## src/hw/rtl/ptw_pkg.sv

```systemverilog
// Shared types and constants for the page table walker.
// Depends on nothing; imported by page_table_walker.
`timescale 1ns / 1ps

package ptw_pkg;

    // Result kinds.
    typedef enum logic [1:0] {
        KIND_READ   = 2'd0,
        KIND_DONE   = 2'd1,
        KIND_REJECT = 2'd2
    } t_kind;

    // Input opcodes.
    localparam logic OP_TRANSLATE = 1'b0;
    localparam logic OP_READ_DATA = 1'b1;

    // Table levels: the level of the entry being awaited.
    localparam logic [1:0] LVL_TOP  = 2'd3;
    localparam logic [1:0] LVL_PTR  = 2'd2;
    localparam logic [1:0] LVL_DIR  = 2'd1;
    localparam logic [1:0] LVL_LEAF = 2'd0;

    // Entry flag bit positions.
    localparam int BIT_PRESENT = 0;
    localparam int BIT_LARGE   = 7;

    localparam int VA_W   = 48;
    localparam int ROOT_W = 40;
    localparam int WORD_W = 64;
    localparam int IDX_W  = 9;

    typedef struct packed {
        logic              opcode;
        logic [VA_W-1:0]   virt_addr;
        logic [WORD_W-1:0] read_data;
    } t_in_item;

    typedef struct packed {
        t_kind             kind;
        logic [WORD_W-1:0] address;
        logic              found;
    } t_out_item;

endpackage

```

## src/hw/rtl/page_table_walker.sv

```systemverilog
// Throughput: one item per cycle while the output stage has room; each item is
// handled in a single registered pass, its result written to the result or skid register.
// A two-entry output stage (result register plus skid register) lets an item be
// accepted while an earlier result still waits; input ready drops only when both are full.
// Reset (synchronous, active low) leaves the walker idle, root frame zero, output empty.
// Top level of the four-level page table walker; depends on ptw_pkg.
`timescale 1ns / 1ps

module page_table_walker
    import ptw_pkg::*;
(
    input  logic                i_clk,
    input  logic                i_rst_n,
    // Configuration write channel: root frame number.
    input  logic                i_cfg_valid,
    output logic                o_cfg_ready,
    input  logic [ROOT_W-1:0]   i_cfg_data,
    // Input item channel.
    input  logic                i_in_valid,
    output logic                o_in_ready,
    input  t_in_item            i_in,
    // Result item channel.
    output logic                o_out_valid,
    input  logic                i_out_ready,
    output t_out_item           o_out
);

    // Walk state. The walk is advanced at the moment an item is accepted, so the
    // next item always sees the state that the previous one left behind.
    logic [ROOT_W-1:0] r_root_frame;
    logic              r_busy,       n_busy;
    logic [1:0]        r_walk_level, n_walk_level;
    logic [VA_W-1:0]   r_saved_virt, n_saved_virt;

    // Output stage: the result register and a skid register behind it.
    t_out_item r_out,  r_skid;
    logic      r_out_valid, r_skid_valid;
    t_out_item n_res;

    logic in_fire, out_fire;

    assign o_cfg_ready = 1'b1;
    assign o_in_ready  = !r_skid_valid;
    assign o_out_valid = r_out_valid;
    assign o_out       = r_out;

    assign in_fire  = i_in_valid && o_in_ready;
    assign out_fire = r_out_valid && i_out_ready;

    // Table index of a virtual address at a given level: bits 12+9*level upwards.
    function automatic logic [IDX_W-1:0] level_index(input logic [VA_W-1:0] va,
                                                     input logic [1:0] lvl);
        logic [IDX_W-1:0] idx;
        case (lvl)
            LVL_TOP:  idx = va[47:39];
            LVL_PTR:  idx = va[38:30];
            LVL_DIR:  idx = va[29:21];
            LVL_LEAF: idx = va[20:12];
            default:  idx = va[20:12];
        endcase
        return idx;
    endfunction

    // One step of the walk. Every address is a concatenation: the index times
    // eight never reaches bit 12 and the page offset never reaches the cleared
    // bits of the entry, so no adder is needed.
    always_comb begin
        logic [1:0] lower;
        lower        = r_walk_level - 2'd1;
        n_busy       = r_busy;
        n_walk_level = r_walk_level;
        n_saved_virt = r_saved_virt;
        n_res.kind    = KIND_REJECT;
        n_res.address = '0;
        n_res.found   = 1'b0;

        if (i_in.opcode == OP_TRANSLATE) begin
            if (!r_busy) begin
                // Start a walk at the top-level table.
                n_busy        = 1'b1;
                n_walk_level  = LVL_TOP;
                n_saved_virt  = i_in.virt_addr;
                n_res.kind    = KIND_READ;
                n_res.address = {{(WORD_W-ROOT_W-12){1'b0}}, r_root_frame,
                                 level_index(i_in.virt_addr, LVL_TOP), 3'b000};
            end
        end else if (r_busy) begin
            if (!i_in.read_data[BIT_PRESENT]) begin
                // Entry not present: the address is unmapped.
                n_busy       = 1'b0;
                n_walk_level = LVL_LEAF;
                n_res.kind   = KIND_DONE;
            end else if (r_walk_level == LVL_DIR && i_in.read_data[BIT_LARGE]) begin
                // Large page at directory level: 2 MiB frame.
                n_busy        = 1'b0;
                n_walk_level  = LVL_LEAF;
                n_res.kind    = KIND_DONE;
                n_res.address = {i_in.read_data[WORD_W-1:21], r_saved_virt[20:0]};
                n_res.found   = 1'b1;
            end else if (r_walk_level == LVL_LEAF) begin
                // Leaf entry: 4 KiB frame.
                n_busy        = 1'b0;
                n_res.kind    = KIND_DONE;
                n_res.address = {i_in.read_data[WORD_W-1:12], r_saved_virt[11:0]};
                n_res.found   = 1'b1;
            end else begin
                // Descend one level; the large-page bit is ignored above the directory.
                n_walk_level  = lower;
                n_res.kind    = KIND_READ;
                n_res.address = {i_in.read_data[WORD_W-1:12],
                                 level_index(r_saved_virt, lower), 3'b000};
            end
        end
    end

    always_ff @(posedge i_clk) begin
        if (!i_rst_n) begin
            r_root_frame <= '0;
            r_busy       <= 1'b0;
            r_walk_level <= LVL_LEAF;
            r_saved_virt <= '0;
            r_out_valid  <= 1'b0;
            r_skid_valid <= 1'b0;
        end else begin
            if (i_cfg_valid) begin
                r_root_frame <= i_cfg_data;
            end
            if (in_fire) begin
                r_busy       <= n_busy;
                r_walk_level <= n_walk_level;
                r_saved_virt <= n_saved_virt;
            end

            // Output stage. While the skid register is full no item is accepted,
            // so its content moves forward as soon as the result is taken.
            if (r_skid_valid) begin
                if (out_fire) begin
                    r_out        <= r_skid;
                    r_skid_valid <= 1'b0;
                end
            end else if (in_fire) begin
                if (!r_out_valid || out_fire) begin
                    r_out       <= n_res;
                    r_out_valid <= 1'b1;
                end else begin
                    r_skid       <= n_res;
                    r_skid_valid <= 1'b1;
                end
            end else if (out_fire) begin
                r_out_valid <= 1'b0;
            end
        end
    end

`ifndef NO_ASSERTIONS
    // The skid register is only ever filled behind a waiting result.
    a_skid_behind_out: assert property (@(posedge i_clk) disable iff (!i_rst_n)
        r_skid_valid |-> r_out_valid)
        else $error("skid register holds an item while the result register is empty");

    // A translate request taken while idle starts a walk at the top level.
    a_walk_start: assert property (@(posedge i_clk) disable iff (!i_rst_n)
        (in_fire && i_in.opcode == OP_TRANSLATE && !r_busy)
        |=> (r_busy && r_walk_level == LVL_TOP))
        else $error("translate request did not start a walk at the top level");

    // An entry without the present bit ends the walk.
    a_not_present_ends: assert property (@(posedge i_clk) disable iff (!i_rst_n)
        (in_fire && i_in.opcode == OP_READ_DATA && r_busy && !i_in.read_data[BIT_PRESENT])
        |=> !r_busy)
        else $error("walk continued after an entry without the present bit");

    // A rejected result never carries an address or a found flag.
    a_reject_clean: assert property (@(posedge i_clk) disable iff (!i_rst_n)
        (r_out_valid && r_out.kind == KIND_REJECT) |-> (r_out.address == '0 && !r_out.found))
        else $error("rejected result carries an address or found flag");
`endif

endmodule
```

## config.mk

```make
export PLATFORM = sky130hd
export DESIGN_NAME = page_table_walker
export DESIGN_NICKNAME = d
export VERILOG_FILES = /design/src/hw/rtl/ptw_pkg.sv /design/src/hw/rtl/page_table_walker.sv
export SDC_FILE = /design/constraint.sdc
export NUM_CORES = 1
export LEC_CHECK = 0
export BUFFER_PORTS_ARGS = -buffer_cell sky130_fd_sc_hd__buf_2
export CAP_MARGIN = 20
export CELL_PAD_IN_SITES_DETAIL_PLACEMENT = 2
export CELL_PAD_IN_SITES_GLOBAL_PLACEMENT = 2
export CORE_MARGIN = 4
export CORE_UTILIZATION = 35
export CTS_BUF_LIST = sky130_fd_sc_hd__clkbuf_4
export CTS_CLUSTER_SIZE = 14
export DETAILED_ROUTE_END_ITERATION = 10
export HOLD_SLACK_MARGIN = 0.1
export PLACE_DENSITY_LB_ADDON = 0.1
export SLEW_MARGIN = 20
export SYNTH_ARGS = -nofsm -noshare
export SYNTH_HDL_FRONTEND = slang
export SYNTH_SLANG_ARGS = --single-unit
```

## constraint.sdc

```tcl
create_clock -name i_clk -period 12.73 [get_ports i_clk]
set_clock_uncertainty 0.1 [all_clocks]
set_input_delay 2.546 -clock i_clk [delete_from_list [all_inputs] [get_ports i_clk]]
set_output_delay 2.546 -clock i_clk [all_outputs]
set_load 0.1 [all_outputs]
```

# Word level (Yosys, flattened, before mapping)
# Index checks and enable logic that the tools add are counted.
# totals
register_bits	227
latchBits	0
mem_bits_rw	0
romBits	0
output_inout_bits	70
word_cells	74
mem_count	0
# classes
n_addsub	1
multipliers	0
div_mod_pow	0
n_lt_le_gt_ge	0
n_eq_ne	9
n_shift	0
muxes	32
bitwise_logic	4
n_reduce_logical	16
# ops
cell	count
$mux W67	5
$mux W66	3
$mux W65	2
$pmux W9 S4	1
$mux W1	15
$mux W2	6
$reduce_and A4 Y1	3
$ne A2 B1 Y1 const B	3
$reduce_and A3 Y1	2
$reduce_bool A2 Y1	3
$eq A2 B1 Y1 const B	2
$eq A2 B2 Y1 const B	2
$logic_not A2 Y1	2
$ne A4 B4 Y1 const B	1
$not A1 Y1	4
$logic_and A1 B1 Y1	3
$logic_not A1 Y1	2
$ne A2 B2 Y1 const B	1
$sub A2 B1 Y2 const B	1
$logic_or A1 B1 Y1	1

# Depth between registers and ports, before layout
# Gate-level depths: netlist (run 1).
# depth
depth_word	11
mapped_depth	7
mapped_depth_nobuf	5

# Worst setup path after synthesis (run 1)
# OpenSTA, ideal clock, no wires.
# synth_timing
path_kind	input to register
startpoint	in i_rst_n
endpoint	reg r_skid[0] (netlist bit), enable pin
setup_time_ns	0.665
arrival_ns	9.185
required_ns	11.965
setup_slack_ns	2.780
cell_stages	3
cell_sequence	inv_1 > clkbuf_1 > nor4_1
# synth_between
elab_chain_len	1
# synth_lines
item	line	source
start: declaration	page_table_walker.sv:13	input logic i_rst_n,
$reduce_and A4 Y1 (no source line)	-	
end signal: assignment	page_table_walker.sv:146	r_skid <= n_res;
end: declaration	page_table_walker.sv:36	t_out_item r_out, r_skid;
# No other way between the ends.
# A chain may end at the register's enable or synchronous reset.

# Worst setup path after layout (run 1)
# layout_timing
startpoint	reg r_skid_valid
endpoint	out o_in_ready
# layout_between
elab_chain_len	1
# layout_lines
item	line	source
start: declaration	page_table_walker.sv:37	logic r_out_valid, r_skid_valid;
start signal: assignment	page_table_walker.sv:123	r_skid_valid <= 1'b0;
start signal: assignment	page_table_walker.sv:139	r_skid_valid <= 1'b0;
start signal: assignment	page_table_walker.sv:147	r_skid_valid <= 1'b1;
$logic_not A1 Y1	page_table_walker.sv:43	assign o_in_ready = !r_skid_valid;
end: declaration	page_table_walker.sv:20	output logic o_in_ready,
# No other way between the ends.

==> reports/results.md, run 1 <==
| Item | Value |
|---|---|
| Status | completed |
| Top cell types by occurrence after synthesis | sky130_fd_sc_hd__edfxtp_1 (134), sky130_fd_sc_hd__nand2_1 (108), sky130_fd_sc_hd__dfxtp_1 (84) |
| Most frequent cell after synthesis | sky130_fd_sc_hd__edfxtp_1 |
| Total Routed Length | 27500 um |
| Fin Setup TNS | 0 ns |
| Drt first-iter violations | 336 |
| Layout-stage area growth over the synthesis result | 23.7% |
| Hold path start | r_saved_virt[2] |
| Worst min path class | reg2reg |
| Area of the mapped netlist | 9000 um2 |
| Wire length of the first global-routing pass | 42700 um |
| Count of vias placed by the detailed router | 6800 |
| Start-to-end type of the worst setup path | reg2out |
| CTS Buf Count | 58 |
| Largest net degree at the start of global routing | 85 |
| Starting Density | 0.356 |
| Row Count | 58 |
| Number of iterations in the first detailed-routing pass | 4 |
| Count of pins over their slew limit | 0 |
| Count of buffers inserted at the top-level ports | 216 |
| P_leak | 4.66 nW |
| Antenna violation net count after detailed routing | 0 |
| Endpoint arrival time on the critical path | 2.68 ns |
| Post-layout instance area | 11100 um2 |
| Count of H-tree levels built during CTS | 2 |
| Clock tree from TritonCTS | built |
| Share of the clock period used by the worst path after layout | 0.419 |
| Instance area after placement | 10300 um2 |
| Flip-flop cell with the highest count after synthesis | sky130_fd_sc_hd__edfxtp_1 |
| Total of hold buffers inserted after clock tree synthesis | 0 |
| Total routing resource utilization after global routing | 0.190 |
| Top fanout value on the critical path | 77 |
| GR Overflow Total | 0 |
| TritonCTS sink count | 218 |
| Synth Instances | 748 |
| Count of filler cells inserted in the layout | 2652 |
| Yosys warning total | 0 |
| Sequential element share of the synthesized area | 0.634 |
| Top cells by area, synth | sky130_fd_sc_hd__edfxtp_1 (45%), sky130_fd_sc_hd__dfxtp_1 (19%), sky130_fd_sc_hd__mux2_2 (6.0%), sky130_fd_sc_hd__nand2_1 (4.5%), sky130_fd_sc_hd__mux2i_1 (4.4%) |
| Critical path data required time | 10.08 ns |
| Startpoint type of the worst setup path | flip-flop |
| Vias in the first global route | 7709 |
| Final Setup Violations | 0 |
| Startpoint of the worst register-to-register path | r_walk_level[1] |
| Clock transition at the register clock pins on the worst setup and hold paths after CTS | 0.06 ns |
| Total of flip-flops plus latches after synthesis | 218 |
| Post-layout minimum cycle time | 5.33 ns |
| Number of enable-type register cells in the synthesized netlist | 134 |
| Peak Freq | 188 MHz |
| Syn nets | 911 |
| Portion of synthesized cell area occupied by the leading cell type | 0.447 |
| Power density relative to cell area | 151 nW/um2 |
| Source of the critical timing path | r_skid_valid |
| Vertical die dimension | 168 um |
| Transition at the pin with the smallest max-transition slack | 1.04 ns |
| Setup repair after global routing missed its margin | false |
| Total Die Area | 28400 um2 |
| DRC errors left | 0 |
| Max-capacitance violation count | 0 |
| Clock tree buffer depth | 3 |
| Post CTS Setup Buffer Count | 0 |
| Cts repair resizes | 0 |
| Kind of end point of the critical path | output pin |
| Clock Latency Late Sink | 0.66 ns |
| Largest area contributor in the synthesized netlist | sky130_fd_sc_hd__edfxtp_1 |
| Cell at the root of the clock tree | sky130_fd_sc_hd__clkbuf_4 |
| Share of final-layout standard cells stronger than drive strength 1 | 0.375 |
| Post-detailed-route via-to-cell ratio | 5.00 |
| Share of flip-flops with an asynchronous set or reset after synthesis | 0 |
| Initial antenna violation count | 5 |
| DPL Wire Length | 18200 um |
| Count of final hold-check violations | 0 |
| Die Wd | 168 um |
| Placeable Area | 25300 um2 |
| Distinct cells, synth | 39 |
| Worst vdd rail ir drop | 0.0487 mV |
| Normalized max-slew margin | 0.308 |
| Final weighted congestion in routability-driven placement | 0.797 |
| Routed length per instance | 20.2 um |
| Mean Syn Cell Area | 12.0 um2 |
| Post-layout net count | 1140 |
| Io pins | 228 |
-- where the power goes --
group          switching, mW  internal, mW  total [mW]
Clock                  0.289         0.351       0.640
Combinational          0.181        0.0662       0.248
Sequential            0.0151         0.783       0.798
-- final cells by class --
type	instances	area (um2)	share of cell area
Clock inverter	10	42.5	0.00382
Inverter	8	31.3	0.00281
Sequential cell	218	5710	0.512
Clock buffer	100	751	0.0674
Antenna cell	3	7.51	0.000674
Timing Repair Buffer	227	1160	0.104
Tap cell	330	413	0.0371
Multi-Input combinational cell	464	3020	0.271
-- logic make-up (layout without fill, tap and decap cells) --
family,after synthesis,after routing,share of synthesized area
AND/OR/NAND/NOR,220,220,0.107
flip-flops,218,218,0.634
AO/OA/AOI/OAI,150,150,0.114
multiplexers,88,88,0.105
buffers and inverters,66,345,0.0332
adder cells (fa/ha/maj),5,5,0.00695
other,1,4,0.000417
-- stage by stage --
step                      hold slack, ns  setup WS (ns)  cells  power, mW  utilization
after detailed placement           0.353           8.03   1247       1.06        0.409
after floorplan                    0.330           2.78    748      0.990            -
final                              0.357           7.40   1360       1.69        0.441
after CTS                          0.362           7.30   1357       1.72        0.441
after global placement             0.342           8.08   1247       1.05        0.409
after global routing               0.385           7.16   1360       1.78        0.441
-- critical path: stages (launching register included) --
cell	delay [ns]
sky130_fd_sc_hd__dfxtp_1	0.53
sky130_fd_sc_hd__clkinv_2	0.10
sky130_fd_sc_hd__buf_4	0.81
sky130_fd_sc_hd__buf_2	0.58
-- layout by cell type, fill, tap and decap left out, drive strengths merged, types with 2 or more instances in the layout --
master  instances
a211oi          2
a21boi          9
a21o            2
a21oi          47
a222oi          9
a22o           31
a31oi          18
and2           30
and3           13
buf           227
clkbuf        100
clkinv          9
dfxtp          84
diode           3
edfxtp        134
ha              5
inv             8
mux2           48
mux2i          40
nand2         109
nand3           2
nor2           60
o21ai          10
o31ai          19
-- registers in the layout, summed over array words and instances (netlist names) --
name	cells
r_skid_valid	1
r_root_frame	40
r_saved_virt	39
r_skid	67
r_walk_level	2
r_busy	1
o_out	67
o_out_valid	1
-- worst paths after layout --
check,to,slack (ns),depth (start not counted)
hold / removal,r_saved_virt[2],0.36,2
setup reg to reg,o_out[7],10.18,6
setup / recovery,o_in_ready,7.40,3
hold reg to reg,r_saved_virt[2],0.36,2
-- layer usage --
layer	up-vias	GRT usage	share of wire
li1	3214	-	-
met2	190	0.333	0.51
met3	42	0.0463	0.053
met1	3350	0.230	0.42
met5	-	0	0.00080
met4	4	0.0610	0.019
No activity file was read; power rests on OpenSTA's default activity.
==> run 2, diff against run 1 <==
- CORE_UTILIZATION: 35 -> 32
- clock period: 12.73 -> 4.5 ns (I/O delays scaled with it)
==> reports/results.md, run 2 (synthesis results as in run 1) <==
| Item | Value | Delta |
|---|---|---|
| Vias in the first global route | 7746 | +0.48% |
| Layout-stage area growth over the synthesis result | 24.7% |  |
| Post-detailed-route via-to-cell ratio | 4.85 | -2.9% |
| Worst vdd rail ir drop | 0.144 mV | +190% |
| Register-to-Register Setup Slack | 1.83 ns | -8.35 ns |
| WP buf/inv | 2 | -1 |
| Status | completed |  |
| Startpoint type of the worst setup path | flip-flop |  |
| Total Routed Length | 28300 um | +3.0% |
| DPL Wire Length | 19400 um | +6.5% |
| Routed length per instance | 20.1 um | -0.73% |
| Count of buffers inserted at the top-level ports | 216 | unchanged |
| Share of final-layout standard cells stronger than drive strength 1 | 0.370 | -0.00533 |
| Row Count | 61 | +5.2% |
| Cell at the root of the clock tree | sky130_fd_sc_hd__clkbuf_4 |  |
| CP cell instances | inv_2 -> buf_2 |  |
| Clock tree from TritonCTS | built |  |
| Clock tree buffer depth | 3 | unchanged |
| Placeable Area | 27800 um2 | +10% |
| DRC errors left | 0 | unchanged |
| CTS Buf Count | 60 | +3.4% |
| Total Die Area | 30900 um2 | +8.9% |
| Family with the most delay on the worst path | buffers and inverters |  |
| Post-layout net count | 1143 | +0.26% |
| Worst min path class | reg2reg |  |
| Starting Density | 0.324 | -0.0324 |
| Count of vias placed by the detailed router | 6849 | +0.72% |
| Share of the clock period used by the worst path after layout | 0.751 |  |
| Final worst-path setup slack | 1.12 ns | -6.28 ns |
| Cts repair resizes | 0 | unchanged |
| Core Util, Final | 0.404 | -0.0369 |
| Top fanout value on the critical path | 28 | -64% |
| Vertical die dimension | 176 um | +4.4% |
| Setup slack after placement | 1.52 ns | -6.51 ns |
| Initial antenna violation count | 3 | -2 |
| Setup repair after global routing missed its margin | false |  |
| Most frequent cells in the layout | sky130_fd_sc_hd__buf_2 (216), sky130_fd_sc_hd__edfxtp_1 (134), sky130_fd_sc_hd__nand2_1 (108) |  |
| Met1 demand-to-capacity share in global routing | 0.211 | -0.0195 |
| Total of hold buffers inserted after clock tree synthesis | 0 | unchanged |
| Clock transition at the register clock pins on the worst setup and hold paths after CTS | 0.07 ns | about the same |
| Final weighted congestion in routability-driven placement | 0.743 | -6.8% |
| Cell count after placement | 1296 | +3.9% |
| Endpoint arrival time on the critical path | 2.38 ns | -0.30 ns |
| Normalized max-slew margin | 0.365 | +0.0578 |
| Transition at the pin with the smallest max-transition slack | 0.952 ns | -0.0867 ns |
| Drt first-iter violations | 386 | +15% |
| Largest net degree at the start of global routing | 57 | -33% |
| Die Wd | 176 um | +4.4% |
| TritonCTS sink count | 218 | unchanged |
| Start-to-end type of the worst setup path | reg2out |  |
| Post-layout instance area | 11200 um2 | +0.80% |
| GR Overflow Total | 0 | unchanged |
| Count of final hold-check violations | 0 | unchanged |
| Count of pins over their slew limit | 0 | unchanged |
| Kind of end point of the critical path | output pin |  |
| Critical path data required time | 3.50 ns | -6.58 ns |
| Count of H-tree levels built during CTS | 2 | unchanged |
| P_leak | 4.67 nW | +0.23% |
| Io pins | 228 | unchanged |
| Count of filler cells inserted in the layout | 3017 | +14% |
| Post CTS Setup Buffer Count | 0 | unchanged |
| Max-capacitance violation count | 0 | unchanged |
| Number of iterations in the first detailed-routing pass | 5 | +1 |
| Instance area after placement | 10400 um2 | +0.73% |
| Wire length of the first global-routing pass | 43100 um | +0.97% |
| GR Layer Usage met3 | 0.0420 | -0.00428 |
| Total routing resource utilization after global routing | 0.178 | -0.0121 |
| Final Setup Violations | 0 | unchanged |
| Met2 Usage GRT | 0.328 | -0.00472 |
| GR peak layer | met2 |  |
| Crit path largest cell delay | 0.64 ns | -0.17 ns |
| Slowest cell on the critical path | sky130_fd_sc_hd__inv_2 |  |
| Clock Latency Late Sink | 0.66 ns | about the same |
| Fin Setup TNS | 0 ns | unchanged |
| Power density relative to cell area | 427 nW/um2 | +180% |
| Post-layout minimum cycle time | 3.38 ns |  |
| Commonest non-fill, non-tap cell in the layout | sky130_fd_sc_hd__buf_2 |  |
| Antenna violation net count after detailed routing | 0 | unchanged |
| Peak Freq | 296 MHz |  |
| Count of placed standard cells in the final layout, fillers left out | 1411 | +3.8% |
## run 2: changes by cell type in the layout (fill, tap and decap cells not counted), sizes merged
| cell | previous run | this run |
|---|---|---|
| buf | 227 | 228 |
| diode | 3 | 2 |
| bufinv | 0 | 1 |
| clkbuf | 100 | 95 |
| clkinv | 9 | 17 |
| clkinvlp | 1 | 0 |
## run 2: final timing paths
check | cells after the start | end | from
max reg2reg | 3 | o_out[22] | r_skid_valid
max | 2 | o_in_ready | r_skid_valid
min reg2reg | 2 | r_saved_virt[2] | r_saved_virt[2]
min | 2 | r_saved_virt[2] | r_saved_virt[2]
## run 2: cell type report
type / instances / area [um2] / share of cell area
Clock inverter: 18 / 96.3 / 0.00858
Timing Repair Buffer: 228 / 1170 / 0.104
Multi-Input combinational cell: 464 / 3030 / 0.270
Antenna cell: 2 / 5.00 / 0.000446
Inverter: 8 / 30.0 / 0.00267
Clock buffer: 95 / 713 / 0.0635
Tap cell: 378 / 473 / 0.0421
Sequential cell: 218 / 5710 / 0.508
## run 2: layer usage
layer | share of wire | wire length [um] | vias to the layer above
met2 | 0.53 | 14900 | 182
met5 | 0.00095 | 27 | -
met3 | 0.049 | 1390 | 30
met1 | 0.41 | 11700 | 3404
li1 | - | - | 3229
met4 | 0.010 | 291 | 4
## run 2: worst min-delay path, cell delays in order, from the launching register on
cell and delay, ns:
sky130_fd_sc_hd__dfxtp_1 0.31, sky130_fd_sc_hd__nand2_1 0.05, sky130_fd_sc_hd__a21oi_1 0.05
## run 2: through the flow
step | total power [mW] | hold slack (ns)
2_1_floorplan | 2.80 | 0.330
3_3_place_gp | 2.98 | 0.343
3_5_place_dp | 3.01 | 0.351
4_1_cts | 4.88 | 0.317
5_1_grt | 5.06 | 0.331
6_report | 4.80 | 0.355
## run 2: power breakdown
part,internal (mW),switching (mW)
registers,2.21,0.0419
clock network,1.01,0.825
logic,0.187,0.515
total,3.41,1.38
